## src/spsu_pkg.sv

```systemverilog
// ----------------------------------------------------------------------------
// spsu_pkg
// shared types and codes of the stepper position sequencer
// ----------------------------------------------------------------------------
package spsu_pkg;

  localparam int unsigned MODE_W   = 3;
  localparam int unsigned VALUE_W  = 16;
  localparam int unsigned BASE_W   = 10;
  localparam int unsigned STATE_W  = 3;
  localparam int unsigned POS_OUT_W = 16;
  localparam int unsigned IN_W     = 24;
  localparam int unsigned OUT_W    = 64;

  localparam logic [BASE_W-1:0] BASE_RESET = 10'd10;

  // item kinds carried in tuser
  localparam logic [MODE_W-1:0] MODE_TICK  = 3'd0;
  localparam logic [MODE_W-1:0] MODE_GOTO  = 3'd1;
  localparam logic [MODE_W-1:0] MODE_WAIT  = 3'd2;
  localparam logic [MODE_W-1:0] MODE_DELAY = 3'd3;
  localparam logic [MODE_W-1:0] MODE_CAL   = 3'd4;

  // controller states, also reported as ctrl_state
  localparam logic [STATE_W-1:0] ST_IDLE   = 3'd0;
  localparam logic [STATE_W-1:0] ST_MOVING = 3'd1;
  localparam logic [STATE_W-1:0] ST_DELAY  = 3'd2;
  localparam logic [STATE_W-1:0] ST_WAIT   = 3'd3;
  localparam logic [STATE_W-1:0] ST_HOMING = 3'd4;

  typedef struct packed {
    logic [MODE_W-1:0]  mode;
    logic [VALUE_W-1:0] value;
  } cmd_t;

  typedef struct packed {
    logic tick;
    logic push;
    logic dropped;
    logic detector;
  } front_req_t;

  typedef struct packed {
    logic [STATE_W-1:0]   state;
    logic [POS_OUT_W-1:0] pos;
    logic [POS_OUT_W-1:0] tgt;
    logic [VALUE_W-1:0]   delay;
    logic                 step_right;
    logic                 step_left;
  } ctrl_status_t;

endpackage

```

## src/spsu_front.sv

```systemverilog
// ----------------------------------------------------------------------------
// spsu_front
// classifies accepted items into ticks, queued commands and commands dropped on a full queue
// ----------------------------------------------------------------------------
module spsu_front (
  input  logic                          fire_i,
  input  logic [spsu_pkg::MODE_W-1:0]   mode_i,
  input  logic [spsu_pkg::VALUE_W-1:0]  value_i,
  input  logic                          detector_i,
  input  logic                          fifo_full_i,
  output spsu_pkg::front_req_t          req_o,
  output spsu_pkg::cmd_t                cmd_o
);
  import spsu_pkg::*;

  logic is_cmd;

  always_comb begin
    is_cmd       = mode_i inside {[MODE_GOTO:MODE_CAL]};
    req_o.tick     = fire_i && (mode_i == MODE_TICK);
    req_o.push     = fire_i && is_cmd && !fifo_full_i;
    req_o.dropped  = fire_i && is_cmd && fifo_full_i;
    req_o.detector = detector_i;
    cmd_o.mode     = mode_i;
    cmd_o.value    = value_i;
  end

endmodule

```

## src/spsu_cmd_fifo.sv

```systemverilog
// ----------------------------------------------------------------------------
// spsu_cmd_fifo
// command queue with a prefetched head entry
// ----------------------------------------------------------------------------
module spsu_cmd_fifo #(
  parameter int unsigned DEPTH = 128,
  parameter int unsigned CW    = 8
) (
  input  logic           clk_i,
  input  logic           rst_ni,
  input  logic           push_i,
  input  spsu_pkg::cmd_t cmd_i,
  input  logic           pop_i,
  output spsu_pkg::cmd_t head_o,
  output logic [CW-1:0]  count_o,
  output logic           full_o
);
  import spsu_pkg::*;

  localparam int unsigned AW = (DEPTH > 1) ? $clog2(DEPTH) : 1;
  localparam logic [AW-1:0] LAST = AW'(DEPTH - 1);

  cmd_t          mem [DEPTH];
  cmd_t          head_q;
  logic [AW-1:0] rd_ptr_q, rd_ptr_d, wr_ptr_q, wr_ptr_d;
  logic [CW-1:0] count_q, count_d;

  always_comb begin
    rd_ptr_d = rd_ptr_q;
    wr_ptr_d = wr_ptr_q;
    count_d  = count_q;
    if (pop_i) begin
      rd_ptr_d = (rd_ptr_q == LAST) ? '0 : rd_ptr_q + 1'b1;
      count_d  = count_d - 1'b1;
    end
    if (push_i) begin
      wr_ptr_d = (wr_ptr_q == LAST) ? '0 : wr_ptr_q + 1'b1;
      count_d  = count_d + 1'b1;
    end
  end

  always_ff @(posedge clk_i or negedge rst_ni) begin
    if (!rst_ni) begin
      rd_ptr_q <= '0;
      wr_ptr_q <= '0;
      count_q  <= '0;
    end else begin
      rd_ptr_q <= rd_ptr_d;
      wr_ptr_q <= wr_ptr_d;
      count_q  <= count_d;
    end
  end

  // head register tracks the entry at the read pointer, bypassing a same-slot write
  always_ff @(posedge clk_i) begin
    if (push_i) begin
      mem[wr_ptr_q] <= cmd_i;
    end
    if (push_i && (wr_ptr_q == rd_ptr_d)) begin
      head_q <= cmd_i;
    end else begin
      head_q <= mem[rd_ptr_d];
    end
  end

  assign head_o  = head_q;
  assign count_o = count_q;
  assign full_o  = (count_q == CW'(DEPTH));

endmodule

```

## src/spsu_ctrl.sv

```systemverilog
// ----------------------------------------------------------------------------
// spsu_ctrl
// motion controller: tick countdown, command execution and homing
// ----------------------------------------------------------------------------
module spsu_ctrl #(
  parameter int unsigned POSITION_BITS = 16
) (
  input  logic                          clk_i,
  input  logic                          rst_ni,
  input  logic                          tick_i,
  input  logic                          detector_i,
  input  logic [spsu_pkg::BASE_W-1:0]   base_i,
  input  logic                          fifo_nonempty_i,
  input  spsu_pkg::cmd_t                head_i,
  output logic                          pop_o,
  output spsu_pkg::ctrl_status_t        status_o
);
  import spsu_pkg::*;

  localparam int unsigned CD_W = 17;

  logic [STATE_W-1:0]       state_q, state_d;
  logic [POSITION_BITS-1:0] pos_q, pos_d, tgt_q, tgt_d;
  logic [VALUE_W-1:0]       delay_q, delay_d, wait_q, wait_d;
  logic [CD_W-1:0]          cd_q, cd_d;
  logic [VALUE_W-1:0]       extra;
  logic [BASE_W-1:0]        base_m1;
  logic                     right, left;

  always_comb begin
    state_d = state_q;
    pos_d   = pos_q;
    tgt_d   = tgt_q;
    delay_d = delay_q;
    wait_d  = wait_q;
    cd_d    = cd_q;
    extra   = '0;
    right   = 1'b0;
    left    = 1'b0;
    pop_o   = 1'b0;
    // a zero base period acts as one
    base_m1 = (base_i == '0) ? '0 : base_i - 1'b1;
    if (tick_i) begin
      if (cd_q != '0) begin
        cd_d = cd_q - 1'b1;
      end else begin
        case (state_q)
          ST_MOVING: begin
            if (pos_q < tgt_q) begin
              right   = 1'b1;
              pos_d   = pos_q + 1'b1;
              state_d = ST_DELAY;
            end else if (pos_q > tgt_q) begin
              left    = 1'b1;
              pos_d   = pos_q - 1'b1;
              state_d = ST_DELAY;
            end else begin
              state_d = ST_IDLE;
            end
          end
          ST_IDLE: begin
            if (fifo_nonempty_i) begin
              pop_o = 1'b1;
              case (head_i.mode)
                MODE_GOTO: begin
                  tgt_d   = POSITION_BITS'(head_i.value);
                  state_d = ST_MOVING;
                end
                MODE_WAIT: begin
                  wait_d  = head_i.value;
                  state_d = ST_WAIT;
                end
                MODE_DELAY: begin
                  delay_d = head_i.value;
                  state_d = ST_DELAY;
                end
                default: begin
                  state_d = ST_HOMING;
                end
              endcase
            end
          end
          ST_WAIT: begin
            extra   = wait_q;
            state_d = ST_IDLE;
          end
          ST_DELAY: begin
            extra   = delay_q;
            state_d = ST_MOVING;
          end
          default: begin
            // homing: detector pin is active low
            if (!detector_i) begin
              state_d = ST_IDLE;
              pos_d   = '0;
              tgt_d   = '0;
              delay_d = '0;
            end else begin
              left = 1'b1;
            end
          end
        endcase
        cd_d = CD_W'(extra) + CD_W'(base_m1);
      end
    end
  end

  always_ff @(posedge clk_i or negedge rst_ni) begin
    if (!rst_ni) begin
      state_q <= ST_HOMING;
      pos_q   <= '0;
      tgt_q   <= '0;
      delay_q <= '0;
      wait_q  <= '0;
      cd_q    <= '0;
    end else begin
      state_q <= state_d;
      pos_q   <= pos_d;
      tgt_q   <= tgt_d;
      delay_q <= delay_d;
      wait_q  <= wait_d;
      cd_q    <= cd_d;
    end
  end

  always_comb begin
    status_o.state      = state_d;
    status_o.pos        = POS_OUT_W'(pos_d);
    status_o.tgt        = POS_OUT_W'(tgt_d);
    status_o.delay      = delay_d;
    status_o.step_right = right;
    status_o.step_left  = left;
  end

endmodule

```

## src/spsu_out_buf.sv

```systemverilog
// ----------------------------------------------------------------------------
// spsu_out_buf
// two-entry result buffer: output register plus skid stage
// ----------------------------------------------------------------------------
module spsu_out_buf #(
  parameter int unsigned W = 64
) (
  input  logic         clk_i,
  input  logic         rst_ni,
  input  logic         in_valid_i,
  input  logic [W-1:0] in_data_i,
  output logic         in_ready_o,
  output logic         out_valid_o,
  output logic [W-1:0] out_data_o,
  input  logic         out_ready_i
);
  import spsu_pkg::*;

  logic         out_valid_q, out_valid_d, skid_valid_q, skid_valid_d;
  logic [W-1:0] out_data_q, skid_data_q;
  logic         in_fire, out_take, load_out_in, load_out_skid, load_skid;

  always_comb begin
    in_fire       = in_valid_i && !skid_valid_q;
    out_take      = out_valid_q && out_ready_i;
    out_valid_d   = out_valid_q && !out_take;
    skid_valid_d  = skid_valid_q;
    load_out_skid = 1'b0;
    load_out_in   = 1'b0;
    load_skid     = 1'b0;
    if (skid_valid_q && out_take) begin
      load_out_skid = 1'b1;
      out_valid_d   = 1'b1;
      skid_valid_d  = 1'b0;
    end
    if (in_fire) begin
      if (!out_valid_d) begin
        load_out_in = 1'b1;
        out_valid_d = 1'b1;
      end else begin
        load_skid    = 1'b1;
        skid_valid_d = 1'b1;
      end
    end
  end

  always_ff @(posedge clk_i or negedge rst_ni) begin
    if (!rst_ni) begin
      out_valid_q  <= 1'b0;
      skid_valid_q <= 1'b0;
    end else begin
      out_valid_q  <= out_valid_d;
      skid_valid_q <= skid_valid_d;
    end
  end

  always_ff @(posedge clk_i) begin
    if (load_out_in) begin
      out_data_q <= in_data_i;
    end else if (load_out_skid) begin
      out_data_q <= skid_data_q;
    end
    if (load_skid) begin
      skid_data_q <= in_data_i;
    end
  end

  assign in_ready_o  = !skid_valid_q;
  assign out_valid_o = out_valid_q;
  assign out_data_o  = out_data_q;

endmodule

```

## src/stepper_position_sequencer_unit.sv

```systemverilog
// output: each result is registered in the output register, or in the skid stage while that is held
// throughput: one request per cycle while the skid stage is empty, set by the controller update
// and the one-entry-per-cycle command queue memory
// reset: controller homing, queue empty, base period 10; queue memory is not cleared
// ----------------------------------------------------------------------------
// stepper_position_sequencer_unit
// stepper position sequencer with command queue and homing
// ----------------------------------------------------------------------------
module stepper_position_sequencer_unit #(
  parameter int unsigned FIFO_DEPTH    = 128,
  parameter int unsigned POSITION_BITS = 16
) (
  input  logic                            clk_i,
  input  logic                            rst_ni,
  input  logic                            cfg_we_i,
  input  logic [spsu_pkg::BASE_W-1:0]     cfg_wdata_i,
  input  logic                            s_axis_tvalid,
  output logic                            s_axis_tready,
  // value[15:0], detector_pin[16], zero fill
  input  logic [spsu_pkg::IN_W-1:0]       s_axis_tdata,
  // mode[2:0]
  input  logic [spsu_pkg::MODE_W-1:0]     s_axis_tuser,
  output logic                            m_axis_tvalid,
  input  logic                            m_axis_tready,
  // ctrl_state[2:0], position_now[18:3], position_target[34:19],
  // step_delay_now[50:35], step_right[51], step_left[52],
  // command_dropped[53], queued_count[61:54], zero fill
  output logic [spsu_pkg::OUT_W-1:0]      m_axis_tdata
);
  import spsu_pkg::*;

  localparam int unsigned CW = $clog2(FIFO_DEPTH + 1);

  logic [BASE_W-1:0] base_q;
  logic              s_fire;
  front_req_t        req;
  cmd_t              cmd, head;
  logic              pop, fifo_full;
  logic [CW-1:0]     fifo_count;
  logic [CW-1:0]     count_after;
  logic [7:0]        queued;
  ctrl_status_t      status;
  logic [OUT_W-1:0]  result;

  always_ff @(posedge clk_i or negedge rst_ni) begin
    if (!rst_ni) begin
      base_q <= BASE_RESET;
    end else if (cfg_we_i) begin
      base_q <= cfg_wdata_i;
    end
  end

  assign s_fire = s_axis_tvalid && s_axis_tready;

  spsu_front u_front (
    .fire_i      (s_fire),
    .mode_i      (s_axis_tuser),
    .value_i     (s_axis_tdata[VALUE_W-1:0]),
    .detector_i  (s_axis_tdata[VALUE_W]),
    .fifo_full_i (fifo_full),
    .req_o       (req),
    .cmd_o       (cmd)
  );

  spsu_cmd_fifo #(
    .DEPTH (FIFO_DEPTH),
    .CW    (CW)
  ) u_fifo (
    .clk_i   (clk_i),
    .rst_ni  (rst_ni),
    .push_i  (req.push),
    .cmd_i   (cmd),
    .pop_i   (pop),
    .head_o  (head),
    .count_o (fifo_count),
    .full_o  (fifo_full)
  );

  spsu_ctrl #(
    .POSITION_BITS (POSITION_BITS)
  ) u_ctrl (
    .clk_i           (clk_i),
    .rst_ni          (rst_ni),
    .tick_i          (req.tick),
    .detector_i      (req.detector),
    .base_i          (base_q),
    .fifo_nonempty_i (fifo_count != '0),
    .head_i          (head),
    .pop_o           (pop),
    .status_o        (status)
  );

  always_comb begin
    count_after = fifo_count;
    if (req.push) begin
      count_after = fifo_count + 1'b1;
    end else if (pop) begin
      count_after = fifo_count - 1'b1;
    end
    queued = (32'(count_after) > 32'd255) ? 8'hFF : 8'(count_after);
    result = {2'b00, queued, req.dropped, status.step_left, status.step_right,
              status.delay, status.tgt, status.pos, status.state};
  end

  spsu_out_buf #(
    .W (OUT_W)
  ) u_out (
    .clk_i       (clk_i),
    .rst_ni      (rst_ni),
    .in_valid_i  (s_axis_tvalid),
    .in_data_i   (result),
    .in_ready_o  (s_axis_tready),
    .out_valid_o (m_axis_tvalid),
    .out_data_o  (m_axis_tdata),
    .out_ready_i (m_axis_tready)
  );

`ifndef SYNTHESIS
  a_no_dual_step : assert property (@(posedge clk_i) disable iff (!rst_ni)
    m_axis_tvalid |-> !(m_axis_tdata[51] && m_axis_tdata[52]))
    else $error("both step directions in one result");

  a_count_bound : assert property (@(posedge clk_i) disable iff (!rst_ni)
    32'(fifo_count) <= FIFO_DEPTH)
    else $error("command queue count beyond depth");

  a_push_pop_excl : assert property (@(posedge clk_i) disable iff (!rst_ni)
    !(req.push && pop))
    else $error("push and pop on the same request");

  a_drop_only_full : assert property (@(posedge clk_i) disable iff (!rst_ni)
    req.dropped |-> (fifo_full && !pop))
    else $error("command dropped while queue had room");
`endif

endmodule

```

## config.mk

```make
export PLATFORM = sky130hd
export DESIGN_NAME = stepper_position_sequencer_unit
export DESIGN_NICKNAME = d
export VERILOG_FILES = /design/src/spsu_pkg.sv /design/src/spsu_front.sv /design/src/spsu_cmd_fifo.sv /design/src/spsu_ctrl.sv /design/src/spsu_out_buf.sv /design/src/stepper_position_sequencer_unit.sv
export SDC_FILE = /design/constraint.sdc
export NUM_CORES = 2
export LEC_CHECK = 0
export ABC_CLOCK_PERIOD_IN_PS = 8330
export BUFFER_PORTS_ARGS = -buffer_cell sky130_fd_sc_hd__buf_2
export CAP_MARGIN = 20
export CORE_MARGIN = 2
export CORE_UTILIZATION = 51
export DETAILED_ROUTE_END_ITERATION = 10
export HOLD_SLACK_MARGIN = 0.06
export PLACE_DENSITY = 0.67
export SYNTH_ARGS = -nofsm -noshare
export SYNTH_HDL_FRONTEND = slang
export SYNTH_HIERARCHICAL = 1
export SYNTH_SLANG_ARGS = --single-unit
```

## constraint.sdc

```tcl
create_clock -name clk_i -period 8.33 [get_ports clk_i]
set_input_delay 0.4165 -clock clk_i [delete_from_list [all_inputs] [get_ports clk_i]]
set_output_delay 0.4165 -clock clk_i [all_outputs]
set_load 0.005 [all_outputs]
```

==> metrics.txt <==
root buffer cell clkbuf_16; CP endpoint kind register; detailed-route wire length 247000 µm; clock tree from TritonCTS yes; ys async rst share 4.39%; area of the core region 0.206 mm²; number of sinks on the clock net 2685; leading register cell type out of synthesis edfxtp_1; IO Port Bufs 100; die height 459 µm; portion of total power attributed to combinational logic 9.5%; commonest cells after routing, fill and taps aside edfxtp_1, mux4_2, clkbuf_16; first-pass iteration count of the detailed router 5; wire length of the first global-routing pass 356000 µm; Maximum Capacitance Violations 0; Period Utilization, post-route 68.6%; Core Util, Final 57.8%; final count of hold timing violations 0; total standard cell area after synthesis 0.106 mm²; power density over cell area 252 mW/mm²; Max Root-Sink Buffers 4; RSZ-0062 raised after global routing false; Setup Viol. Count Final 0; number of setup buffers added after CTS 0; area overhead of the layout relative to synthesis 13.1%; critical path required time 9.09 ns; total I/O pin count 108; leakage component of the power 0.0369 µW; fraction of power spent switching nets 22.4%; Antenna Nets Post-Route 0; initial core utilization 51.1%; number of buffers inserted for hold repair after clock tree synthesis 45; type of the setup path with the least slack register to register; Tightest Pin Transition 1.15 ns; CTS clock-pin slew for the worst setup and hold paths 0.06 ns; EDFF count, synth 2560; total of warnings raised by yosys 6; net total in the final layout 5101; worst supply voltage drop on vdd 0.243 mV; DIE WIDTH 459 µm; hold wc startpoint s_axis_tuser[0]; number of design rule violations left after detail routing 0; total vias in the final route 49900; Mapped Avg Cell Area 22.6 µm²; slack of the worst reg-to-reg path 2.62 ns; internal power consumption 23300 µW; worst hold margin 0.110 ns; number of global-route vias before repair 50400; Fillers 14600; headroom to the max-slew limit 23.0%; H-tree levels 5; Final Critical Period 5.71 ns; largest net degree at the start of global routing 97; Worst Skew 0.0402 ns; Min-Delay Path Class input pin to register; count of final max-slew check failures 0; Gates resized, CTS repair 0; critical path launch point type register; outcome complete, no violations; share of cells above drive strength 1 32.7%; R2R cell count 11; drt initial violations 6128; number of antenna violations at the first check in global routing 17; Seq pwr share 51.1%; weighted congestion reported at the end of routability-driven placement 0.815; Yosys reg bits 2685; biggest fanout along the worst timing path 40; Row Count 167; share of the yosys chip area belonging to registers 75.7%; number of instances in the synthesized netlist 4663; Clk pwr share 39.3%; TritonCTS Buffers 286; maximum clock rate 175 MHz; average vias per placed instance 6.30; arrival time at the worst endpoint 6.47 ns; Die Footprint 0.211 mm²; detailed placement HPWL 140000 µm; number of distinct library cells after synthesis 84; net switching power 6740 µW; Final TNS setup 0 ns; total routing usage reported by global routing 23.6%; clock latency at the later pin of the worst-skew pair 0.92 ns; routed length per placed instance 31.2 µm; worst hold stages 1; most frequent standard cell in the layout excluding fill and tap cells edfxtp_1; overflow left after global routing 0
-- worst max-delay path, stage by stage, from the launching register on --
cell and delay [ns]:
dfxtp_4 0.88, buf_4 0.52, mux4_2 0.56, mux4_2 0.55
mux4_2 0.57, mux2_2 0.34, nor2b_1 0.20, nor3b_1 0.36
nand2_1 0.17, nor2_1 0.89, a22o_1 0.32, mux2_4 0.16
-- sequential cells by signal, indices dropped and copies added (netlist names), named ones only --
| register | cells |
|---|---|
| u_ctrl/delay_q | 16 |
| u_ctrl/tgt_q | 16 |
| u_out/out_data_o | 64 |
| u_fifo/mem | 2432 |
| u_ctrl/cd_q | 17 |
| u_fifo/wr_ptr_q | 7 |
| u_fifo/rd_ptr_q | 7 |
| u_ctrl/state_q | 3 |
| u_out/skid_valid_q | 1 |
| u_out/skid_data_q | 64 |
| u_out/out_valid_o | 1 |
| u_ctrl/pos_q | 16 |
| u_fifo/count_o | 8 |
| u_ctrl/wait_q | 16 |
| base_q | 10 |
-- power by group through the flow --
stage	clock [µW]	sequential [µW]	combinational, µW
after floorplan	0	15600	2010
after detailed placement	0	15600	2870
after global routing	12500	15400	3060
after CTS	12000	15400	2900
after global placement	0	15600	2830
final	11800	15400	2870
-- path summary, 6_finish.rpt --
path | endpoint
hold / removal | u_fifo/mem[43][16]
setup / recovery | u_out/out_data_o[23]
min in group asynchronous | u_out/skid_valid_q
setup reg to reg | u_out/out_data_o[23]
max in group asynchronous | u_ctrl/tgt_q[5]
hold reg to reg | u_ctrl/cd_q[10]
-- cell families after synthesis --
kind of cell | share of synthesized area (%)
AOI/OAI and AO/OA | 1.15
and+or+nand+nor | 2.20
xor gates and xnor gates | 0.423
adders and majority gates | 0.469
buffers and inverters | 1.31
DFF | 75.7
muxes | 18.7
other | 0.00355
-- through the flow --
stage | total power, µW | std cells | setup slack (ns) | cell area [µm²]
5_1_grt | 31000 | 7919 | 2.19 | 119000
4_1_cts | 30300 | 7917 | 2.56 | 119000
3_5_place_dp | 18500 | 7390 | 2.60 | 110000
2_1_floorplan | 17600 | 4666 | 2.51 | 106000
6_report | 30000 | 7920 | 2.62 | 119000
3_3_place_gp | 18500 | 7389 | 2.61 | 110000
-- synthesized netlist by cell type, types with 16 or more instances --
| cell | instances | area, µm² |
|---|---|---|
| mux2_4 | 70 | 1050 |
| xor2_1 | 17 | 149 |
| o21ai_0 | 33 | 165 |
| mux4_2 | 798 | 18000 |
| nand2_1 | 86 | 323 |
| nor3_1 | 46 | 230 |
| buf_2 | 41 | 205 |
| dfrtp_1 | 115 | 2880 |
| mux2_2 | 43 | 484 |
| a21oi_1 | 44 | 220 |
| nand4_1 | 16 | 100 |
| nand3_1 | 29 | 145 |
| a22o_1 | 31 | 272 |
| xnor2_1 | 34 | 298 |
| inv_1 | 45 | 169 |
| buf_1 | 24 | 90.1 |
| edfxtp_1 | 2560 | 76900 |
| nor2_1 | 196 | 736 |
| mux2i_1 | 23 | 230 |
| clkbuf_1 | 141 | 529 |
| buf_4 | 34 | 255 |
| ha_1 | 38 | 475 |
-- metal layers --
layer	global-route usage [%]	routed length (µm)	vias to the layer above
li1	-	-	20400
met1	34.2	98900	26900
met2	37.5	120000	2274
met3	4.32	22000	345
met4	6.28	5910	6
met5	0	28	-
-- area by class of cell --
cell class	instances	area, µm²	share of cell area (%)
multi-input combinational	1684	24800	20.8
antenna	2	5.00	0.00419
timing repair buffer	318	2450	2.05
inverter	45	169	0.142
clock buffer	363	7620	6.39
clock inverter	119	933	0.782
tap	2704	3380	2.83
sequential	2685	80000	67.0
(Power assumes the default switching activity.)
